[src/rtl/fpa_pkg.sv]
// Package for the Q24.8 fixed-point ALU: payload structs, action codes, constants.
// No dependencies; used by every module in rtl/.
package fpa_pkg;

  localparam int unsigned FRACTION_BITS = 8;
  localparam int unsigned DATA_W        = 32;
  localparam int unsigned PROD_W        = 64;

  localparam logic [DATA_W-1:0] MAX_RAW = 32'h7fff_ffff;
  localparam logic [DATA_W-1:0] MIN_RAW = 32'h8000_0000;

  typedef enum logic [3:0] {
    ACT_ADD      = 4'd0,
    ACT_SUB      = 4'd1,
    ACT_MUL      = 4'd2,
    ACT_DIV      = 4'd3,
    ACT_MIN      = 4'd4,
    ACT_MAX      = 4'd5,
    ACT_INC      = 4'd6,
    ACT_DEC      = 4'd7,
    ACT_INT_PART = 4'd8,
    ACT_FROM_INT = 4'd9
  } fpa_action_e;

  typedef struct packed {
    logic [3:0]         action;
    logic signed [31:0] a_operand;
    logic signed [31:0] b_operand;
  } fpa_in_t;

  typedef struct packed {
    logic signed [31:0] result_raw;
    logic               a_greater;
    logic               a_equal;
    logic               a_less;
    logic               overflowed;
    logic               divide_by_zero;
  } fpa_out_t;

  // Per-transaction control carried along the cell chain
  typedef struct packed {
    logic              is_mul;
    logic              is_div;
    logic              neg;
    logic              a_greater;
    logic              a_equal;
    logic              a_less;
    logic              simple_ovf;
    logic              dbz;
    logic [DATA_W-1:0] simple_res;
    logic [PROD_W-1:0] product;
    logic [DATA_W-1:0] den;
  } fpa_ctl_t;

endpackage

[src/rtl/fpa_post.sv]
// Output stage logic: rounds and saturates product and quotient, selects the result.
// Depends on fpa_pkg.
module fpa_post import fpa_pkg::*; #(
  parameter int unsigned FractionBits = FRACTION_BITS,
  localparam int unsigned NumW        = DATA_W + FractionBits
) (
  input  fpa_ctl_t          ctl_i,
  input  logic [DATA_W-1:0] rem_i,
  input  logic [NumW-1:0]   qn_i,
  output fpa_out_t          data_o
);

  localparam logic [PROD_W-1:0] RoundHalf = PROD_W'(1) << (FractionBits - 1);

  function automatic logic [DATA_W:0] sat_mag(input logic neg, input logic [PROD_W-1:0] mag);
    if (neg) begin
      if (mag > PROD_W'(MIN_RAW)) begin
        sat_mag = {1'b1, MIN_RAW};
      end else begin
        sat_mag = {1'b0, 32'd0 - mag[DATA_W-1:0]};
      end
    end else begin
      if (mag > PROD_W'(MAX_RAW)) begin
        sat_mag = {1'b1, MAX_RAW};
      end else begin
        sat_mag = {1'b0, mag[DATA_W-1:0]};
      end
    end
  endfunction

  logic [PROD_W-1:0] mul_mag;
  logic              round_up;
  logic [NumW:0]     div_mag;
  logic [DATA_W:0]   mul_sat, div_sat;

  always_comb begin
    mul_mag  = (ctl_i.product + RoundHalf) >> FractionBits;
    round_up = {rem_i, 1'b0} >= {1'b0, ctl_i.den};
    div_mag  = {1'b0, qn_i} + (NumW+1)'(round_up);
    mul_sat  = sat_mag(ctl_i.neg, mul_mag);
    div_sat  = sat_mag(ctl_i.neg, PROD_W'(div_mag));

    data_o.a_greater      = ctl_i.a_greater;
    data_o.a_equal        = ctl_i.a_equal;
    data_o.a_less         = ctl_i.a_less;
    data_o.divide_by_zero = ctl_i.dbz;
    if (ctl_i.is_mul) begin
      {data_o.overflowed, data_o.result_raw} = mul_sat;
    end else if (ctl_i.is_div) begin
      {data_o.overflowed, data_o.result_raw} = div_sat;
    end else begin
      data_o.overflowed = ctl_i.simple_ovf;
      data_o.result_raw = ctl_i.simple_res;
    end
  end

endmodule

[config.mk]
export PLATFORM = sky130hd
export DESIGN_NAME = fpa_post
export DESIGN_NICKNAME = d
export VERILOG_FILES = /design/src/rtl/fpa_pkg.sv /design/src/rtl/fpa_post.sv
export SDC_FILE = /design/constraint.sdc
export NUM_CORES = 1
export LEC_CHECK = 0
export BUFFER_PORTS_ARGS = -buffer_cell sky130_fd_sc_hd__buf_2
export CAP_MARGIN = 20
export CORE_MARGIN = 5
export CORE_UTILIZATION = 40
export DETAILED_ROUTE_END_ITERATION = 8
export GPL_ROUTABILITY_DRIVEN = 0
export GPL_TIMING_DRIVEN = 0
export PLACE_DENSITY_LB_ADDON = 0.12
export SYNTH_ARGS = -nofsm -noshare
export SYNTH_HDL_FRONTEND = slang
export SYNTH_SLANG_ARGS = --single-unit
[constraint.sdc]
create_clock -name vclk -period 7.7
set_clock_uncertainty 0.2 [all_clocks]
set_input_delay 0 -clock vclk [all_inputs]
set_output_delay 0 -clock vclk [all_outputs]
set_load 0.1 [all_outputs]
## Yosys cells after proc, flatten, opt, wreduce, memory -nomap -nowiden

Index checks and enable logic that the tools add are counted.

- Input port bits: 208
- Flip-flop bits (word level): 0
- Output and inout bits: 37

- Order comparisons: 5
- Muxes and demuxes: 10
- $add $sub $neg: 4

Operators with widths:

| kind | number |
|---|---|
| $mux 33 | 6 |
| $add 64x8->64 const B | 1 |
| $mux 32 | 2 |
| $sub 1x32->32 const A | 2 |
| $gt 56x31->1 const B | 1 |
| $gt 56x32->1 const B | 1 |
| $add 40x1->41 | 1 |
| $gt 41x31->1 const B | 1 |
| $gt 41x32->1 const B | 1 |
| $ge 33x32->1 | 1 |
| $mux 1 | 2 |

## Depth between registers and ports, before layout

- Word-level depth: 7
- Mapped depth: 28
- Depth with buffers taken out: 25

## Worst setup path after synthesis

OpenSTA, ideal clock, no wires.

- Kind: input -> output
- Start: in ctl_i[1] in the netlist's numbering
- End: out data_o[34] in the netlist's numbering
- Cell stages on the path: 27
- Data arrival time: 7.804 ns
- Data required time: 7.500 ns
- Slack: -0.304 ns
- Cell sequence: inv_1 -> ha_1 -> nor2b_1 -> o21a_1 -> o21a_1 -> o21a_1 -> o21ai_0 -> nand2b_1 -> a211oi_1 -> o211ai_1 -> a41oi_1 -> o21ai_0 -> ha_1 -> ha_1 -> and3_1 -> clkbuf_1 -> nand3_1 -> clkbuf_1 -> nor3_1 -> nor3_1 -> nand3_1 -> nor4b_1 -> a31oi_2 -> buf_2 -> inv_1 -> a21oi_1 -> o311ai_0

RTL lines:

| what | RTL line | text |
|---|---|---|
| start, declared | fpa_post.sv:7 | `input fpa_ctl_t ctl_i,` |
| end, declared | fpa_post.sv:10 | `output fpa_out_t data_o` |

==> run summary <==
post-synthesis sequential area ratio: 0%
Worst setup EP type: output port
pwr dens: 58.44 nW/µm²
Unique masters post-synth: 85
Synth Warn #: 0
Adder-Cell Fraction of Synth Area: 6.852%
Initial Util: 40.40%
wire length on met3: 2102 µm
Post-Syn Nets: 1341
Crit path required time: 7.50 ns
CP delay by family, top: simple AND/OR/NAND/NOR gates
total track usage: 25.36%
postcts setup bufs: 0
fin util: 48.10%
simple-gate area share of the yosys netlist: 42.72%
Worst EP arrival: 6.85 ns
outcome: completed
Rel. slew slack: 35.20%
total congestion overflow: 0
slowest stage delay, CP: 0.52 ns
vias in the first global route: 8398
Final min period: 7.048 ns
Final Hold Fails: 0
n_diodes: 0
max layer used: met4
Die H: 141.7 µm
Total Wirelength: 27970 µm
fmax: 0.1419 GHz
largest net degree at the start of global routing: 11
CP Max Fanout: 10
post-synthesis mux area share: 2.344%
DR WL met2: 13270 µm
leak pwr: 3.233 nW
Slew Limit Fails: 0
Cell Area, Placed: 8262 µm²
main combinational cell family by area after synthesis: simple AND/OR/NAND/NOR gates
M1 WL: 11990 µm
Seq cells: 0
port buffer count: 208
complex-gate fraction of the synthesized area: 28.36%
First-pass DRT Iterations: 7
Post-layout nets: 1551
Ports: 245
startpoint types: primary input
Finished Cell Area: 8262 µm²
num rows: 48
initial antenna violation count: 0
Comb pwr share: 100.0%
Setup TNS Final: 0 ns
Pint: 0.1442 mW
initial DRC count: 786
Avg Inst Size Synth: 6.337 µm²
# hold bufs at CTS: 0
detailed-route DRC error count: 0
switch share: 70.13%
Clk pwr share: 0%
Flop pwr share: 0%
post-DR vias/cell: 6.143
Mapped Cells: 1095
FF+latch area: 0 µm²
# setup viols final: 0
area grow syn2layout: 19.06%
peak supply drop: 0.00005740 V
via count: 9386
first-pass GRT wire length: 42980 µm
slowest cell on the critical path: buf_2
NetSw: 0.3386 mW
worst path bufs/invs: 5
CTS-repair resized insts: 0
max_cap viols: 0
worst hold-check path type: primary input to output port
clk_buf instances: 0
Die Span X: 141.7 µm
DRT antenna net count: 0
Synth Area in XOR/XNOR: 11.99%
synthesized area: 6939 µm²
Hold Slack: 0.1836 ns
fraction of layout cells with a size suffix above 1: 19.88%
wire per inst: 18.30 µm
die area: 20080 µm²
RSZ-0062 raised after global routing: no
Tightest Pin Transition: 0.9645 ns
Crit Path Category: primary input to output port
hpwl dp: 23330 µm
total core area: 17180 µm²
final period utilization: 91.53%
cell families (layout without fill, tap and decap cells):
group / count (synthesis) / after routing
buf+inv: 129 / 337
compound gates: 271 / 271
xor+xnor: 95 / 95
simple gates: 546 / 546
fa+ha+maj: 38 / 38
mux: 16 / 16
power groups by stage:
stage          clock network, mW  logic, mW  registers (mW)
2_1_floorplan                  0      0.333               0
3_3_place_gp                   0      0.473               0
3_5_place_dp                   0      0.476               0
4_1_cts                        0      0.478               0
5_1_grt                        0      0.515               0
6_report                       0      0.483               0
synthesized netlist by cell type, types with 15 or more instances:
cell type	number	area [µm²]
xnor2_1	59	516.8
nor2_1	92	345.3
inv_1	50	187.7
and4_1	20	175.2
nand3_1	73	365.4
nor3_1	44	220.2
nand4_1	51	319.1
nor4_1	35	219.0
a21oi_1	30	150.1
or3_1	26	162.7
o21ai_0	58	290.3
clkbuf_1	51	191.4
and2_1	15	93.84
o32ai_1	17	148.9
a211oi_1	17	127.6
ha_1	38	475.5
a31oi_1	16	100.1
nand2_1	96	360.4
and3_1	26	162.7
xor2_1	36	315.3
final timing paths:
check,to,slack (ns),depth (start not counted),startpoint
worst min-delay path,data_o[4],0.18,2,ctl_i[132]
worst max-delay path,data_o[21],0.65,28,ctl_i[1]
layout make-up:
class / instances / area (µm²)
inverter: 51 / 191.4
buffer: 78 / 345.3
fill: 1881 / 8915
multi-input combinational: 966 / 6402
timing repair buffer: 208 / 1041
tap: 225 / 281.5
metal layers:
metal,vias up,global-route usage [%]
li1,4608,-
met1,4291,34.68
met2,435,43.63
met3,52,2.326
met4,0,4.747
met5,-,0
metrics by stage:
stage | total power [mW] | worst slack [ns] | instances
3_5_place_dp | 0.4761 | 0.8001 | 1528
6_report | 0.4828 | 0.6523 | 1528
3_3_place_gp | 0.4730 | 0.7376 | 1528
4_1_cts | 0.4778 | 0.7850 | 1528
2_1_floorplan | 0.3332 | 0.7147 | 1095
5_1_grt | 0.5153 | 0.2101 | 1528
placed cells by master (no fill, tap or decap), types with 11 or more instances in the layout:
cell,n
a211oi_1,17
a21o_1,11
a21oi_1,30
a31oi_1,16
and2_1,15
and3_1,26
and4_1,20
buf_2,222
clkbuf_1,51
ha_1,38
inv_1,50
mux2i_1,14
nand2_1,96
nand2b_1,12
nand3_1,73
nand4_1,51
nor2_1,92
nor2b_1,11
nor3_1,44
nor4_1,35
o21ai_0,58
o31ai_1,13
o32ai_1,17
or3_1,26
xnor2_1,59
xor2_1,36
(Power assumes the default switching activity.)
