$ cat config.mk
export PLATFORM = sky130hd
export DESIGN_NAME = fpa_div_cell
export DESIGN_NICKNAME = d
export VERILOG_FILES = /design/src/rtl/fpa_pkg.sv /design/src/rtl/fpa_div_cell.sv
export SDC_FILE = /design/constraint.sdc
export NUM_CORES = 1
export LEC_CHECK = 0
export BUFFER_PORTS_ARGS = -buffer_cell sky130_fd_sc_hd__buf_2
export CAP_MARGIN = 0
export CORE_AREA = 2 2 164 166
export CTS_CLUSTER_SIZE = 14
export DETAILED_ROUTE_END_ITERATION = 7
export DIE_AREA = 0 0 166 168
export SLEW_MARGIN = 40
export SYNTH_ARGS = -nofsm -noshare
export SYNTH_HDL_FRONTEND = slang
export SYNTH_SLANG_ARGS = --single-unit
$ cat constraint.sdc
create_clock -name clk_i -period 0.8 [get_ports clk_i]
set_input_delay 0.04 -clock clk_i [delete_from_list [all_inputs] [get_ports clk_i]]
set_output_delay 0.04 -clock clk_i [all_outputs]
set_load 0.01 [all_outputs]
$ cat src/rtl/fpa_pkg.sv
// Package for the Q24.8 fixed-point ALU: payload structs, action codes, constants.
// No dependencies; used by every module in rtl/.
package fpa_pkg;

  localparam int unsigned FRACTION_BITS = 8;
  localparam int unsigned DATA_W        = 32;
  localparam int unsigned PROD_W        = 64;

  localparam logic [DATA_W-1:0] MAX_RAW = 32'h7fff_ffff;
  localparam logic [DATA_W-1:0] MIN_RAW = 32'h8000_0000;

  typedef enum logic [3:0] {
    ACT_ADD      = 4'd0,
    ACT_SUB      = 4'd1,
    ACT_MUL      = 4'd2,
    ACT_DIV      = 4'd3,
    ACT_MIN      = 4'd4,
    ACT_MAX      = 4'd5,
    ACT_INC      = 4'd6,
    ACT_DEC      = 4'd7,
    ACT_INT_PART = 4'd8,
    ACT_FROM_INT = 4'd9
  } fpa_action_e;

  typedef struct packed {
    logic [3:0]         action;
    logic signed [31:0] a_operand;
    logic signed [31:0] b_operand;
  } fpa_in_t;

  typedef struct packed {
    logic signed [31:0] result_raw;
    logic               a_greater;
    logic               a_equal;
    logic               a_less;
    logic               overflowed;
    logic               divide_by_zero;
  } fpa_out_t;

  // Per-transaction control carried along the cell chain
  typedef struct packed {
    logic              is_mul;
    logic              is_div;
    logic              neg;
    logic              a_greater;
    logic              a_equal;
    logic              a_less;
    logic              simple_ovf;
    logic              dbz;
    logic [DATA_W-1:0] simple_res;
    logic [PROD_W-1:0] product;
    logic [DATA_W-1:0] den;
  } fpa_ctl_t;

endpackage

$ cat src/rtl/fpa_div_cell.sv
// One cell of the divider chain: a restoring step producing one quotient bit.
// Depends on fpa_pkg; other payload passes through unchanged.
module fpa_div_cell import fpa_pkg::*; #(
  parameter int unsigned FractionBits = FRACTION_BITS,
  localparam int unsigned NumW        = DATA_W + FractionBits
) (
  input  logic              clk_i,
  input  logic              rst_ni,
  input  logic              en_i,
  input  logic              valid_i,
  input  fpa_ctl_t          ctl_i,
  input  logic [DATA_W-1:0] rem_i,
  input  logic [NumW-1:0]   qn_i,
  output logic              valid_o,
  output fpa_ctl_t          ctl_o,
  output logic [DATA_W-1:0] rem_o,
  output logic [NumW-1:0]   qn_o
);

  logic [DATA_W:0]   r_sh, r_sub;
  logic              ge;
  logic [DATA_W-1:0] rem_d, rem_q;
  logic [NumW-1:0]   qn_d, qn_q;
  fpa_ctl_t          ctl_q;
  logic              valid_q;

  always_comb begin
    r_sh  = {rem_i, qn_i[NumW-1]};
    r_sub = r_sh - {1'b0, ctl_i.den};
    ge    = r_sh >= {1'b0, ctl_i.den};
    rem_d = ge ? r_sub[DATA_W-1:0] : r_sh[DATA_W-1:0];
    qn_d  = {qn_i[NumW-2:0], ge};
  end

  always_ff @(posedge clk_i or negedge rst_ni) begin
    if (!rst_ni) begin
      valid_q <= 1'b0;
    end else if (en_i) begin
      valid_q <= valid_i;
    end
  end

  always_ff @(posedge clk_i) begin
    if (en_i) begin
      ctl_q <= ctl_i;
      rem_q <= rem_d;
      qn_q  <= qn_d;
    end
  end

  assign valid_o = valid_q;
  assign ctl_o   = ctl_q;
  assign rem_o   = rem_q;
  assign qn_o    = qn_q;

endmodule

; ---- After elaboration in Yosys (flattened, before gate mapping)
; Cells that the tools add are included.
[word_totals]
reg_bits = 209
inputBits = 212
output_inout_bits = 209
word_cells = 17
[op_classes]
addsub = 1
order_cmp = 1
mux = 1
[op_table]
columns = operator, n
row1 = 33-bit by 32-bit greater-or-equal comparator with 1-bit output, 1
row2 = 32-bit 2-to-1 mux, 1
row3 = 32-bit subtractor, 1

; ---- Depth between registers and ports, before layout
[logic_depth]
word_depth = 2
ltp_mapped = 13

; ---- Least setup slack after synthesis
; No wires, ideal clock.
[synth_timing]
path_type = input to register
from = input port ctl_i[7] (netlist name)
to = register rem_q[13] (netlist: rem_o[13]), data pin
arrival_ns = 2.554
slack_ns = -2.016
stages = 12
path_buffers = 2
path_cell_list = inv_1 -> ha_1 -> buf_2 -> nand4_1 -> or4_1 -> a21oi_1 -> nor3_1 -> a211oi_2 -> o21ai_2 -> o31ai_4 -> buf_4 -> mux2_1
[synth_between]
elab_chain_cells = 2
elab_cells_between_ends = 3
cone_classes = add/sub: 1 / order compare: 1 / mux: 1
[synth_rtl]
columns = item, line_no
row1 = start: declaration, fpa_div_cell.sv:11  ; input fpa_ctl_t ctl_i,
row2 = 32-bit subtractor or 33-bit by 32-bit greater-or-equal comparator with 1-bit output (tied branches), "fpa_div_cell.sv:29, fpa_div_cell.sv:30"
row3 = 32-bit 2-to-1 mux (*), fpa_div_cell.sv:31  ; rem_d = ge ? r_sub[DATA_W-1:0] : r_sh[DATA_W-1:0];
row4 = via rem_d[13], fpa_div_cell.sv:22  ; logic [DATA_W-1:0] rem_d, rem_q;
row5 = end signal: assignment, fpa_div_cell.sv:46  ; rem_q <= rem_d;
row6 = end: declaration, fpa_div_cell.sv:22
; Mark *: on every way through the listed nets, which the timed path passes. The rest lies on a longest branch.
; A chain may end at the register's enable or synchronous reset.

; ---- Worst setup path in the final report
[layout_timing]
from = input port ctl_i[14] (netlist name)
to = register rem_q[30] (netlist: rem_o[30]), data pin
; The elaborated chain is that of the path after synthesis.

==> results.cfg <==
[detailed_routing]
drtPass1Iterations = 5
wire_per_inst_um = 18.03
vias = 7709
viasPerCell = 4.553
drc = 0
final_antenna_net_count = 0
drtIter0Drc = 427
wl_mm = 30.52

[sta]
relSlewSlack = 0.6715
fin_hold_ws_ns = -0.1274
grt_setup_unrepaired = yes
setup_viol = 336
min_period_ns = 2.324
fmax_mhz = 430.3
hold_violations = 5
finalClockSkew_ns = 0
period_share = 2.905
finalWorstSetupSlack_ns = -1.524
drv_slew = 0
worst_pin_slew_ns = 0.4912

[floorplanning]
initial_utilization = 0.3223
io_pins = 421
die_x_um = 166
dieArea_um2 = 27890
rows = 60
die_h_um = 168
coreArea_um2 = 26350

[setup_path]
critPathKind = in2reg
crit_fanout = 5
worstPathRequired_ns = 1.05
endpoint_kind = flop
reg2regPathDepth = 2
start_kind = input pin
critical_path_arrival_ns = 2.57

[synthesis]
netlist.area_leader.share = 0.7355
synth_top_family_by_area = compound AO/OA/AOI/OAI gates
async_flop_share = 0.004785
synthTopCellsByCount = 208 x edfxtp_1, 56 x a21oi_1, 38 x inv_1, 35 x nor2_1, 32 x ha_1
synth-simple-area-share = 0.05481
synthXorXnorAreaFrac = 0.02785
synth_area_leaders = edfxtp_1 74%, ha_1 4.7%, a21oi_1 3.3%, inv_1 1.7%, nor2_1 1.5%
synth_compound_area_frac = 0.08619
synth_seq_cells = 209
yosys.area.top_type = edfxtp_1
avgSynthCellArea_um2 = 15.30
synth_edf_count = 208
synth_most_common_cell = edfxtp_1
synthAdderAreaFrac = 0.04951
yosysUniqueCellTypes = 49
ys_seq_area_frac = 0.7385
postSynthCellCount = 555
muxShareOfSynthArea = 0.01577
synth_area_um2 = 8492
yosys_most_used_dff = edfxtp_1
ys_warn_count = 0
postSynthNetCount = 800

[placement]
hpwl_mm = 21.18
globalplace.congestion = 0.8209
io_buffers = 420
dp_cells = 1434

[grt]
antenna_found_initial = 3
gr-total-overflow = 0
grt_pass1_vias = 8126
grt_start_max_net_pins = 22
grt_use_total = 0.2079
grt_pass1_wl_mm = 45.68

[layout]
layout.cells.non_filler = 1693
drive_above_1_share = 0.5015
area_delta_synth_final_pct = 85.31
fillers = 2058
nets = 1579

[clock_tree]
cts_buffers = 23
clk_latency_ns = 0.50
clk_path_buf_depth = 3
clk_pin_slew_worst_paths_ns = 0.06
cts_root_buf = clkbuf_16
tritoncts = yes
cts_max_level = 1
cts_sinks = 209

[status]
run_status = finished with violations
violations = negative hold slack, negative setup slack

[run]
cap_violations = 0

[power_and_ir_drop]
power_density_nw_per_um2 = 2004
ir_drop_v = 0.001870
finalPower_mw = 31.54
p_leak_nw = 6.920

[hold_path]
hold_path.class = in2reg
hold_depth = 3
[registers in the layout (all words and copies together), names as in the netlist]
| signal | cells |
|---|---|
| ctl_o | 136 |
| qn_o | 40 |
| valid_o | 1 |
| rem_o | 32 |
[routing by layer]
layer  GRT usage  part of all wire  vias to the layer above
met2      0.3758              0.52                      297
met1      0.2427              0.39                     3677
met3     0.04654             0.058                       64
met4     0.07524             0.033                        2
li1            -                 -                     3669
met5           0           0.00029                        -
[power by group]
group          switching (mW)  internal, mW  total [mW]
Clock                    4.32          6.87        11.2
Combinational            3.22          3.61        6.83
Sequential              0.290          13.2        13.5
Total                    7.83          23.7        31.5
[stage by stage]
step / setup slack, ns / hold WS (ns) / setup TNS [ns] / util / cell area, um2
5_1_grt: -1.589 / -0.1436 / -128.04 / 0.5972 / 15740
3_3_place_gp: -2.117 / -0.1850 / -68.65 / 0.4626 / 12190
3_5_place_dp: -2.198 / -0.1842 / -70.37 / 0.4626 / 12190
4_1_cts: -1.493 / -0.1295 / -146.64 / 0.5838 / 15380
6_report: -1.524 / -0.1274 / -115.64 / 0.5972 / 15740
2_1_floorplan: -1.898 / -0.2556 / -59.57 / - / 8657
[worst max-delay path, cell delays in order]
cell and delay [ns]:
buf_8 0.07, inv_4 0.03, ha_4 0.26, nand4_1 0.16
or4_4 0.58, a21oi_4 0.15, nor3_4 0.07, a211oi_2 0.27
o21ai_2 0.11, o31ai_4 0.23, buf_12 0.16, buf_8 0.13
mux2_4 0.30
[placed cells by master, fill, tap and decap left out, types with 4 or more instances in the layout]
master           n
nor2_1          29
dlygate4sd3_1  205
nand3_1          8
buf_2          386
a21oi_2         13
buf_12          12
buf_8            7
edfxtp_1       208
o21a_1           6
a21o_1          12
ha_4            13
inv_2            8
ha_1            19
buf_6           29
clkbuf_16       24
o21ai_0         14
mux2_4          11
a21oi_1         40
nor2_2           6
bufinv_16        5
xor2_1          12
inv_1           26
o211ai_1         4
buf_4          131
nand2_1         25
nand4_1          8
clkinv_1         5
xnor2_1         15
[cells by family (layout without fill, tap and decap cells)]
| family | after synthesis | after routing |
|---|---|---|
| multiplexers | 12 | 12 |
| AND/OR/NAND/NOR | 99 | 99 |
| XOR/XNOR | 27 | 27 |
| adder cells (fa/ha/maj) | 33 | 33 |
| flip-flops | 209 | 209 |
| buffers and inverters | 56 | 851 |
| other | 0 | 2 |
| AO/OA/AOI/OAI | 119 | 119 |
[final timing paths]
check                            endpoint      start  slack (ns)
worst max-delay path            rem_o[30]  ctl_i[14]       -1.52
worst min-delay path            rem_o[29]  rem_i[31]       -0.13
worst max register to register    valid_o    valid_o       -0.10
worst min register to register    valid_o    valid_o        0.63
max in group asynchronous         valid_o     rst_ni        0.31
min in group asynchronous         valid_o     rst_ni        0.38
[timing repair]
action / in CTS / in global routing
pin swaps: 20 / 14
hold buffers: 204 / 2
hold endpoints to repair: 213 / 8
gates cloned: 1 / 1
endpoints found under the setup margin: 242 / 418
setup buffers: 8 / 2
resized for setup: 60 / 75
[final cells by class]
| class | count | area, um2 | share of cell area |
|---|---|---|---|
| sequential | 209 | 6271 | 0.3985 |
| timing repair buffer | 772 | 5678 | 0.3608 |
| multi-input combinational | 290 | 2405 | 0.1528 |
| clock buffer | 25 | 583.1 | 0.03705 |
| tap | 341 | 426.7 | 0.02711 |
| clock inverter | 16 | 210.2 | 0.01336 |
| inverter | 38 | 157.7 | 0.01002 |
| antenna | 2 | 5.005 | 0.0003180 |
Note: power is estimated with default switching activity, not from simulation.
