$ cat src/rtl/fpa_pkg.sv
// Package for the Q24.8 fixed-point ALU: payload structs, action codes, constants.
// No dependencies; used by every module in rtl/.
package fpa_pkg;

  localparam int unsigned FRACTION_BITS = 8;
  localparam int unsigned DATA_W        = 32;
  localparam int unsigned PROD_W        = 64;

  localparam logic [DATA_W-1:0] MAX_RAW = 32'h7fff_ffff;
  localparam logic [DATA_W-1:0] MIN_RAW = 32'h8000_0000;

  typedef enum logic [3:0] {
    ACT_ADD      = 4'd0,
    ACT_SUB      = 4'd1,
    ACT_MUL      = 4'd2,
    ACT_DIV      = 4'd3,
    ACT_MIN      = 4'd4,
    ACT_MAX      = 4'd5,
    ACT_INC      = 4'd6,
    ACT_DEC      = 4'd7,
    ACT_INT_PART = 4'd8,
    ACT_FROM_INT = 4'd9
  } fpa_action_e;

  typedef struct packed {
    logic [3:0]         action;
    logic signed [31:0] a_operand;
    logic signed [31:0] b_operand;
  } fpa_in_t;

  typedef struct packed {
    logic signed [31:0] result_raw;
    logic               a_greater;
    logic               a_equal;
    logic               a_less;
    logic               overflowed;
    logic               divide_by_zero;
  } fpa_out_t;

  // Per-transaction control carried along the cell chain
  typedef struct packed {
    logic              is_mul;
    logic              is_div;
    logic              neg;
    logic              a_greater;
    logic              a_equal;
    logic              a_less;
    logic              simple_ovf;
    logic              dbz;
    logic [DATA_W-1:0] simple_res;
    logic [PROD_W-1:0] product;
    logic [DATA_W-1:0] den;
  } fpa_ctl_t;

endpackage

$ cat src/rtl/fpa_prep.sv
// Input stage: decodes the action, computes simple results, flags, magnitude product and dividend.
// Depends on fpa_pkg.
module fpa_prep import fpa_pkg::*; #(
  parameter int unsigned FractionBits = FRACTION_BITS,
  localparam int unsigned NumW        = DATA_W + FractionBits
) (
  input  logic            clk_i,
  input  logic            rst_ni,
  input  logic            en_i,
  input  logic            valid_i,
  input  fpa_in_t         data_i,
  output logic            valid_o,
  output fpa_ctl_t        ctl_o,
  output logic [NumW-1:0] qn_o
);

  function automatic logic [DATA_W:0] sat33(input logic [DATA_W:0] v);
    logic ovf;
    ovf = v[DATA_W] ^ v[DATA_W-1];
    if (ovf) begin
      sat33 = {1'b1, (v[DATA_W] ? MIN_RAW : MAX_RAW)};
    end else begin
      sat33 = {1'b0, v[DATA_W-1:0]};
    end
  endfunction

  logic signed [DATA_W-1:0] a_s, b_s;
  logic [DATA_W-1:0]        a_mag, b_mag;
  logic [DATA_W:0]          a_ext, b_ext;
  logic [DATA_W:0]          sat_sum, sat_diff, sat_inc, sat_dec;
  logic signed [PROD_W-1:0] wide;
  logic                     wide_ovf;
  fpa_ctl_t                 ctl_d, ctl_q;
  logic [NumW-1:0]          qn_d, qn_q;
  logic                     valid_q;

  always_comb begin
    a_s      = data_i.a_operand;
    b_s      = data_i.b_operand;
    a_mag    = a_s[DATA_W-1] ? (32'd0 - a_s) : a_s;
    b_mag    = b_s[DATA_W-1] ? (32'd0 - b_s) : b_s;
    a_ext    = {a_s[DATA_W-1], a_s};
    b_ext    = {b_s[DATA_W-1], b_s};
    sat_sum  = sat33(a_ext + b_ext);
    sat_diff = sat33(a_ext - b_ext);
    sat_inc  = sat33(a_ext + 33'd1);
    sat_dec  = sat33(a_ext - 33'd1);
    wide     = PROD_W'(a_s) <<< FractionBits;
    wide_ovf = wide[PROD_W-1:DATA_W-1] != {(PROD_W-DATA_W+1){wide[PROD_W-1]}};

    ctl_d            = '0;
    ctl_d.a_greater  = a_s > b_s;
    ctl_d.a_equal    = a_s == b_s;
    ctl_d.a_less     = a_s < b_s;
    ctl_d.neg        = a_s[DATA_W-1] ^ b_s[DATA_W-1];
    ctl_d.product    = PROD_W'(a_mag) * PROD_W'(b_mag);
    ctl_d.den        = b_mag;

    case (data_i.action)
      ACT_ADD: begin
        {ctl_d.simple_ovf, ctl_d.simple_res} = sat_sum;
      end
      ACT_SUB: begin
        {ctl_d.simple_ovf, ctl_d.simple_res} = sat_diff;
      end
      ACT_MUL: begin
        ctl_d.is_mul = 1'b1;
      end
      ACT_DIV: begin
        if (b_mag == '0) begin
          ctl_d.dbz = 1'b1;
          if (a_s[DATA_W-1]) begin
            ctl_d.simple_res = MIN_RAW;
          end else if (a_mag != '0) begin
            ctl_d.simple_res = MAX_RAW;
          end
        end else begin
          ctl_d.is_div = 1'b1;
        end
      end
      ACT_MIN: begin
        ctl_d.simple_res = ctl_d.a_less ? a_s : b_s;
      end
      ACT_MAX: begin
        ctl_d.simple_res = ctl_d.a_greater ? a_s : b_s;
      end
      ACT_INC: begin
        {ctl_d.simple_ovf, ctl_d.simple_res} = sat_inc;
      end
      ACT_DEC: begin
        {ctl_d.simple_ovf, ctl_d.simple_res} = sat_dec;
      end
      ACT_INT_PART: begin
        ctl_d.simple_res = DATA_W'(a_s >>> FractionBits);
      end
      ACT_FROM_INT: begin
        ctl_d.simple_ovf = wide_ovf;
        if (wide_ovf) begin
          ctl_d.simple_res = wide[PROD_W-1] ? MIN_RAW : MAX_RAW;
        end else begin
          ctl_d.simple_res = wide[DATA_W-1:0];
        end
      end
      default: begin
        ctl_d.simple_res = '0;
      end
    endcase

    qn_d = {a_mag, {FractionBits{1'b0}}};
  end

  always_ff @(posedge clk_i or negedge rst_ni) begin
    if (!rst_ni) begin
      valid_q <= 1'b0;
    end else if (en_i) begin
      valid_q <= valid_i;
    end
  end

  always_ff @(posedge clk_i) begin
    if (en_i) begin
      ctl_q <= ctl_d;
      qn_q  <= qn_d;
    end
  end

  assign valid_o = valid_q;
  assign ctl_o   = ctl_q;
  assign qn_o    = qn_q;

endmodule

$ cat config.mk
export PLATFORM = sky130hd
export DESIGN_NAME = fpa_prep
export DESIGN_NICKNAME = d
export VERILOG_FILES = /design/src/rtl/fpa_pkg.sv /design/src/rtl/fpa_prep.sv
export SDC_FILE = /design/constraint.sdc
export NUM_CORES = 2
export LEC_CHECK = 0
export BUFFER_PORTS_ARGS = -buffer_cell sky130_fd_sc_hd__buf_2
export CORE_ASPECT_RATIO = 1.75
export CORE_MARGIN = 5
export CORE_UTILIZATION = 45
export CTS_CLUSTER_DIAMETER = 80
export DETAILED_ROUTE_END_ITERATION = 8
export GPL_TIMING_DRIVEN = 0
export PLACE_DENSITY = 0.59
export SLEW_MARGIN = 10
export SYNTH_ARGS = -nofsm -noshare
export SYNTH_HDL_FRONTEND = slang
export SYNTH_SLANG_ARGS = --single-unit
$ cat constraint.sdc
create_clock -name clk_i -period 1.1 [get_ports clk_i]
set_clock_uncertainty 0.1 [all_clocks]
set_input_delay 0.165 -clock clk_i [delete_from_list [all_inputs] [get_ports clk_i]]
set_output_delay 0.165 -clock clk_i [all_outputs]
set_load 0.03 [all_outputs]
# Word level (Yosys, flattened, before mapping)

Index checks and enable logic that the tools add are counted.

Bits in registers: 169
Input port bits: 72
Output and inout bits: 177

$add $sub $neg: 6
$mul: 1
Magnitude comparators: 2
Equal/unequal tests: 11
Muxes and demuxes: 21
Bitwise operators: 5
Reductions and logical operators: 3

Operator list:

| operator                                                             | number |
|---|---|
| 32-bit two-way mux                                                   | 11 |
| 32-bit one-hot mux with 9 select lines                               | 1 |
| 33-bit two-way mux                                                   | 5 |
| 32-bit by 32-bit multiplier with 64-bit output                       | 1 |
| 1-bit by 32-bit subtractor with 32-bit output, first input constant  | 2 |
| 32-bit by 2-bit adder with 33-bit output, second input constant      | 1 |
| 32-bit by 32-bit adder with 33-bit output                            | 1 |
| 32-bit by 2-bit subtractor with 33-bit output, second input constant | 1 |
| 32-bit by 32-bit subtractor with 33-bit output                       | 1 |
| 32-bit == test                                                       | 1 |
| 32-bit greater-than comparator                                       | 1 |
| 32-bit logical NOT                                                   | 1 |
| 32-bit less-than comparator                                          | 1 |
| 32-bit nonzero test                                                  | 1 |
| 31-bit two-way mux                                                   | 1 |
| 4-bit by 3-bit == test with 1-bit output, second input constant      | 4 |
| 4-bit by 2-bit == test with 1-bit output, second input constant      | 2 |
| 4-bit == test, second input constant                                 | 2 |
| 8-bit != test                                                        | 1 |
| 1-bit one-hot mux with 5 select lines                                | 1 |
| 1-bit bitwise XOR                                                    | 5 |
| 4-bit by 1-bit == test with 1-bit output, second input constant      | 1 |
| 4-bit logical NOT                                                    | 1 |
| 1-bit two-way mux                                                    | 2 |

# Longest topological paths before layout

Depth after elaboration: 7
Depth in mapped cells: 39

# Least setup slack after synthesis

OpenSTA, ideal clock, no wires.

Kind: input to register
Start: in data_i[32] (netlist bit)
End: reg ctl_q (netlist bit ctl_o[91]), data pin
Setup time: 0.259 ns
Data arrival time: 9.405 ns
Required time: 0.741 ns
Setup slack: -8.664 ns
Stages on the path: 35
Buffers on the path: 4
Cells stage by stage: clkbuf_1 inv_1 clkbuf_1 ha_1 or3b_1 clkbuf_1 nor4_1 a41oi_1 xnor2_1 clkbuf_1 nor2_1 fa_1 inv_1 fa_1 fa_1 fa_1 inv_1 fa_1 inv_1 fa_1 inv_1 fa_1 fa_1 ha_1 and3_1 and2_1 a221oi_1 o31ai_1 a21o_1 a2111oi_0 o31ai_1 a31oi_1 o21ai_0 a21oi_1 xnor2_1

RTL lines:

| element                | RTL line        | text |
|---|---|---|
| start: declaration     | fpa_prep.sv:11  | `input fpa_in_t data_i,` |
| end signal: assignment | fpa_prep.sv:122 | `ctl_q <= ctl_d;` |
| end: declaration       | fpa_prep.sv:33  | `fpa_ctl_t ctl_d, ctl_q;` |

==> flow_metrics.py <==
metrics = {
    "logic_synthesis": {
        "synth_area_um2": 46200,
        "netlist_top_cells_area": "fa_1, edfxtp_1, ha_1, inv_1, nor2_1",
        "netlist_top_cells_count": "inv_1, fa_1, nor2_1",
        "ys_seq_area_share_pct": 11.0,
        "ys_seq_elements": 169,
        "synth.most_common_cell": "inv_1",
        "netlist.area_leader.share_pct": 38.9,
        "synth_top_area_cell": "fa_1",
        "yosysWarnings": 0,
        "synth_edf_count": 168,
        "ys_async_sr_fraction_pct": 0.592,
        "synth_flop_cell": "edfxtp_1",
        "syn_avg_cell_area_um2": 8.56,
        "syn_inst": 5400,
        "yosysUniqueCellTypes": 84,
    },
    "sta": {
        "worst_pin_slew_ns": 1.42,
        "fin_crit_sh_pct": 835,
        "timing.hold.ws_ns": -0.0334,
        "max_freq_mhz": 109,
        "hold_viol": 7,
        "finalMaxSlewViolations": 0,
        "rsz0062_at_grt": "true",
        "relSlewSlack_pct": 4.50,
        "final-setup-viol-count": 374,
        "final.min_clock_period_ns": 9.19,
        "finalWorstSetupSlack_ns": -8.09,
    },
    "setup_path": {
        "cp.arrival_ns": 9.37,
        "cp-start-kind": "primary input",
        "cp_slowest_cell": "or4_4",
        "crit_required_ns": 1.28,
        "crit_type": "in2reg",
        "cpMostUsedCell": "fa_1",
        "worstRegToRegCells": 1,
        "end_kind": "flop",
        "cp_slowest_stage_delay_ns": 0.61,
        "cp_max_fo": 6,
    },
    "grt": {
        "grt_max_degree": 98,
        "overflow": 0,
        "grt_usage_pct": 44.1,
        "grt_pass1_vias": 46800,
        "grt_pass1_wl_um": 338000,
        "antenna_found_initial": 8,
    },
    "drt": {
        "num_vias": 44700,
        "drc": 0,
        "dr.pass1.iters": 8,
        "wl_um": 243000,
        "ant_nets": 0,
        "viasPerCell": 6.12,
        "drt_iter0_drc": 4364,
        "wl_per_cell_um": 33.2,
    },
    "floorplan": {
        "start_util_pct": 45.3,
        "io_pins": 249,
        "coreArea_um2": 102000,
        "die_y_um": 434,
        "die_x_um": 252,
        "dieArea_um2": 109000,
        "core.rowCount": 155,
    },
    "clock_network": {
        "cts_buffer_depth": 2,
        "htree_levels": 4,
        "cts-buffers-inserted": 17,
        "clkLatencyLatePin_ns": 0.57,
        "clockRootBuffer": "clkbuf_16",
        "holdBufCountCts": 7,
        "clk_pin_slew_ns": 0.08,
        "cts.sinks": 169,
        "cts_tree": "built",
    },
    "final_layout": {
        "fin_nets": 7261,
        "layout-drive-gt1-share_pct": 21.9,
        "area_growth_pct": 26.4,
    },
    "status": {
        "status": "complete, but fails checks",
        "violations": "negative hold slack, negative setup slack",
    },
    "place": {
        "numPortBuffers": 240,
        "place_hpwl_um": 191000,
        "place.gp.congestion": 1.10,
    },
    "min_path": {
        "hp-class": "in2reg",
        "min_path_cells": 1,
    },
    "job": {
        "drv_cap": 0,
    },
}
-- final cells by class --
cell class / instances / area (µm²)
clock inverters: 14 / 170
multi-input cells: 3894 / 39800
flip-flops and latches: 169 / 5070
fillers: 9454 / 43600
well taps: 1334 / 1670
clock buffers: 18 / 429
repair buffers: 548 / 4220
inverters: 1030 / 4050
diodes: 10 / 25.0
plain buffers: 298 / 3000
-- placed cells by master, fill, tap and decap left out, types with 82 or more instances in the layout --
cell type / netlist / final
a21oi_1: 201 / 160
buf_2: 6 / 236
buf_4: 8 / 234
clkbuf_1: 282 / 82
edfxtp_1: 168 / 168
fa_1: 898 / 855
ha_1: 333 / 288
inv_1: 1007 / 961
nand2_1: 637 / 600
nor2_1: 709 / 678
o21ai_0: 166 / 131
xnor2_1: 155 / 112
-- sequential cells by signal, indices dropped and copies added (netlist names) --
| name | cells |
|---|---|
| ctl_o | 136 |
| qn_o | 32 |
| valid_o | 1 |
-- kinds of logic (layout without fill, tap and decap cells) --
family                     count (synthesis)  count (layout)  share of synthesized area (%)
AOI/OAI and AO/OA                        717             717                           9.97
buffers and inverters                   1344            1908                           11.0
and+or+nand+nor                         1728            1728                           16.1
adders and majority gates               1231            1231                           47.9
muxes                                      9               9                          0.200
other                                      1              18                        0.00812
DFF                                      169             169                           11.0
xor gates and xnor gates                 201             201                           3.84
-- layer usage --
metal  wire length, µm  up-vias  GRT usage (%)
li1                  -    18000              -
met4             34100        2           44.8
met2            113000     2923           71.9
met3             21600     1300           11.3
met5                 7        -              0
met1             74000    22500           44.3
-- what timing repair did --
action,4_1_cts,5_1_grt
endpoints found under the hold margin,18,3
setup buffers,269,42
gates resized for setup,539,195
endpoints found under the setup margin,333,387
pin swaps,213,79
-- per-stage QoR --
stage                     instance area [µm²]  util [%]   TNS, ns  setup slack [ns]  std cells
after detailed placement                52300      51.3   -922.12            -10.81       6986
after global routing                    58400      57.2   -813.08             -8.21       7306
after CTS                               57600      56.4   -783.46             -7.92       7281
final                                   58400      57.3   -806.48             -8.09       7315
after floorplan                         49300         -   -564.18             -7.76       5407
after global placement                  52200      51.1  -1316.02            -10.93       6981
-- critical path: cells and delay by family --
family                   cells  cell delay (ns)
adder cells (fa/ha/maj)      9             4.23
AND/OR/NAND/NOR              7             1.68
AO/OA/AOI/OAI                7             1.55
buffers and inverters       10             1.51
XOR/XNOR                     1             0.18
-- final timing paths --
| kind | start | endpoint | slack [ns] |
|---|---|---|---|
| hold / removal | en_i | ctl_o[122] | -0.03 |
| setup / recovery | data_i[35] | ctl_o[94] | -8.09 |
| max in group asynchronous | rst_ni | valid_o | 0.47 |
| hold reg to reg | valid_o | valid_o | 0.44 |
| setup reg to reg | valid_o | valid_o | 0.24 |
| min in group asynchronous | rst_ni | valid_o | 0.32 |
Power is not shown: default switching activity piles up to over one toggle a cycle in this logic, so the estimate is an artifact.
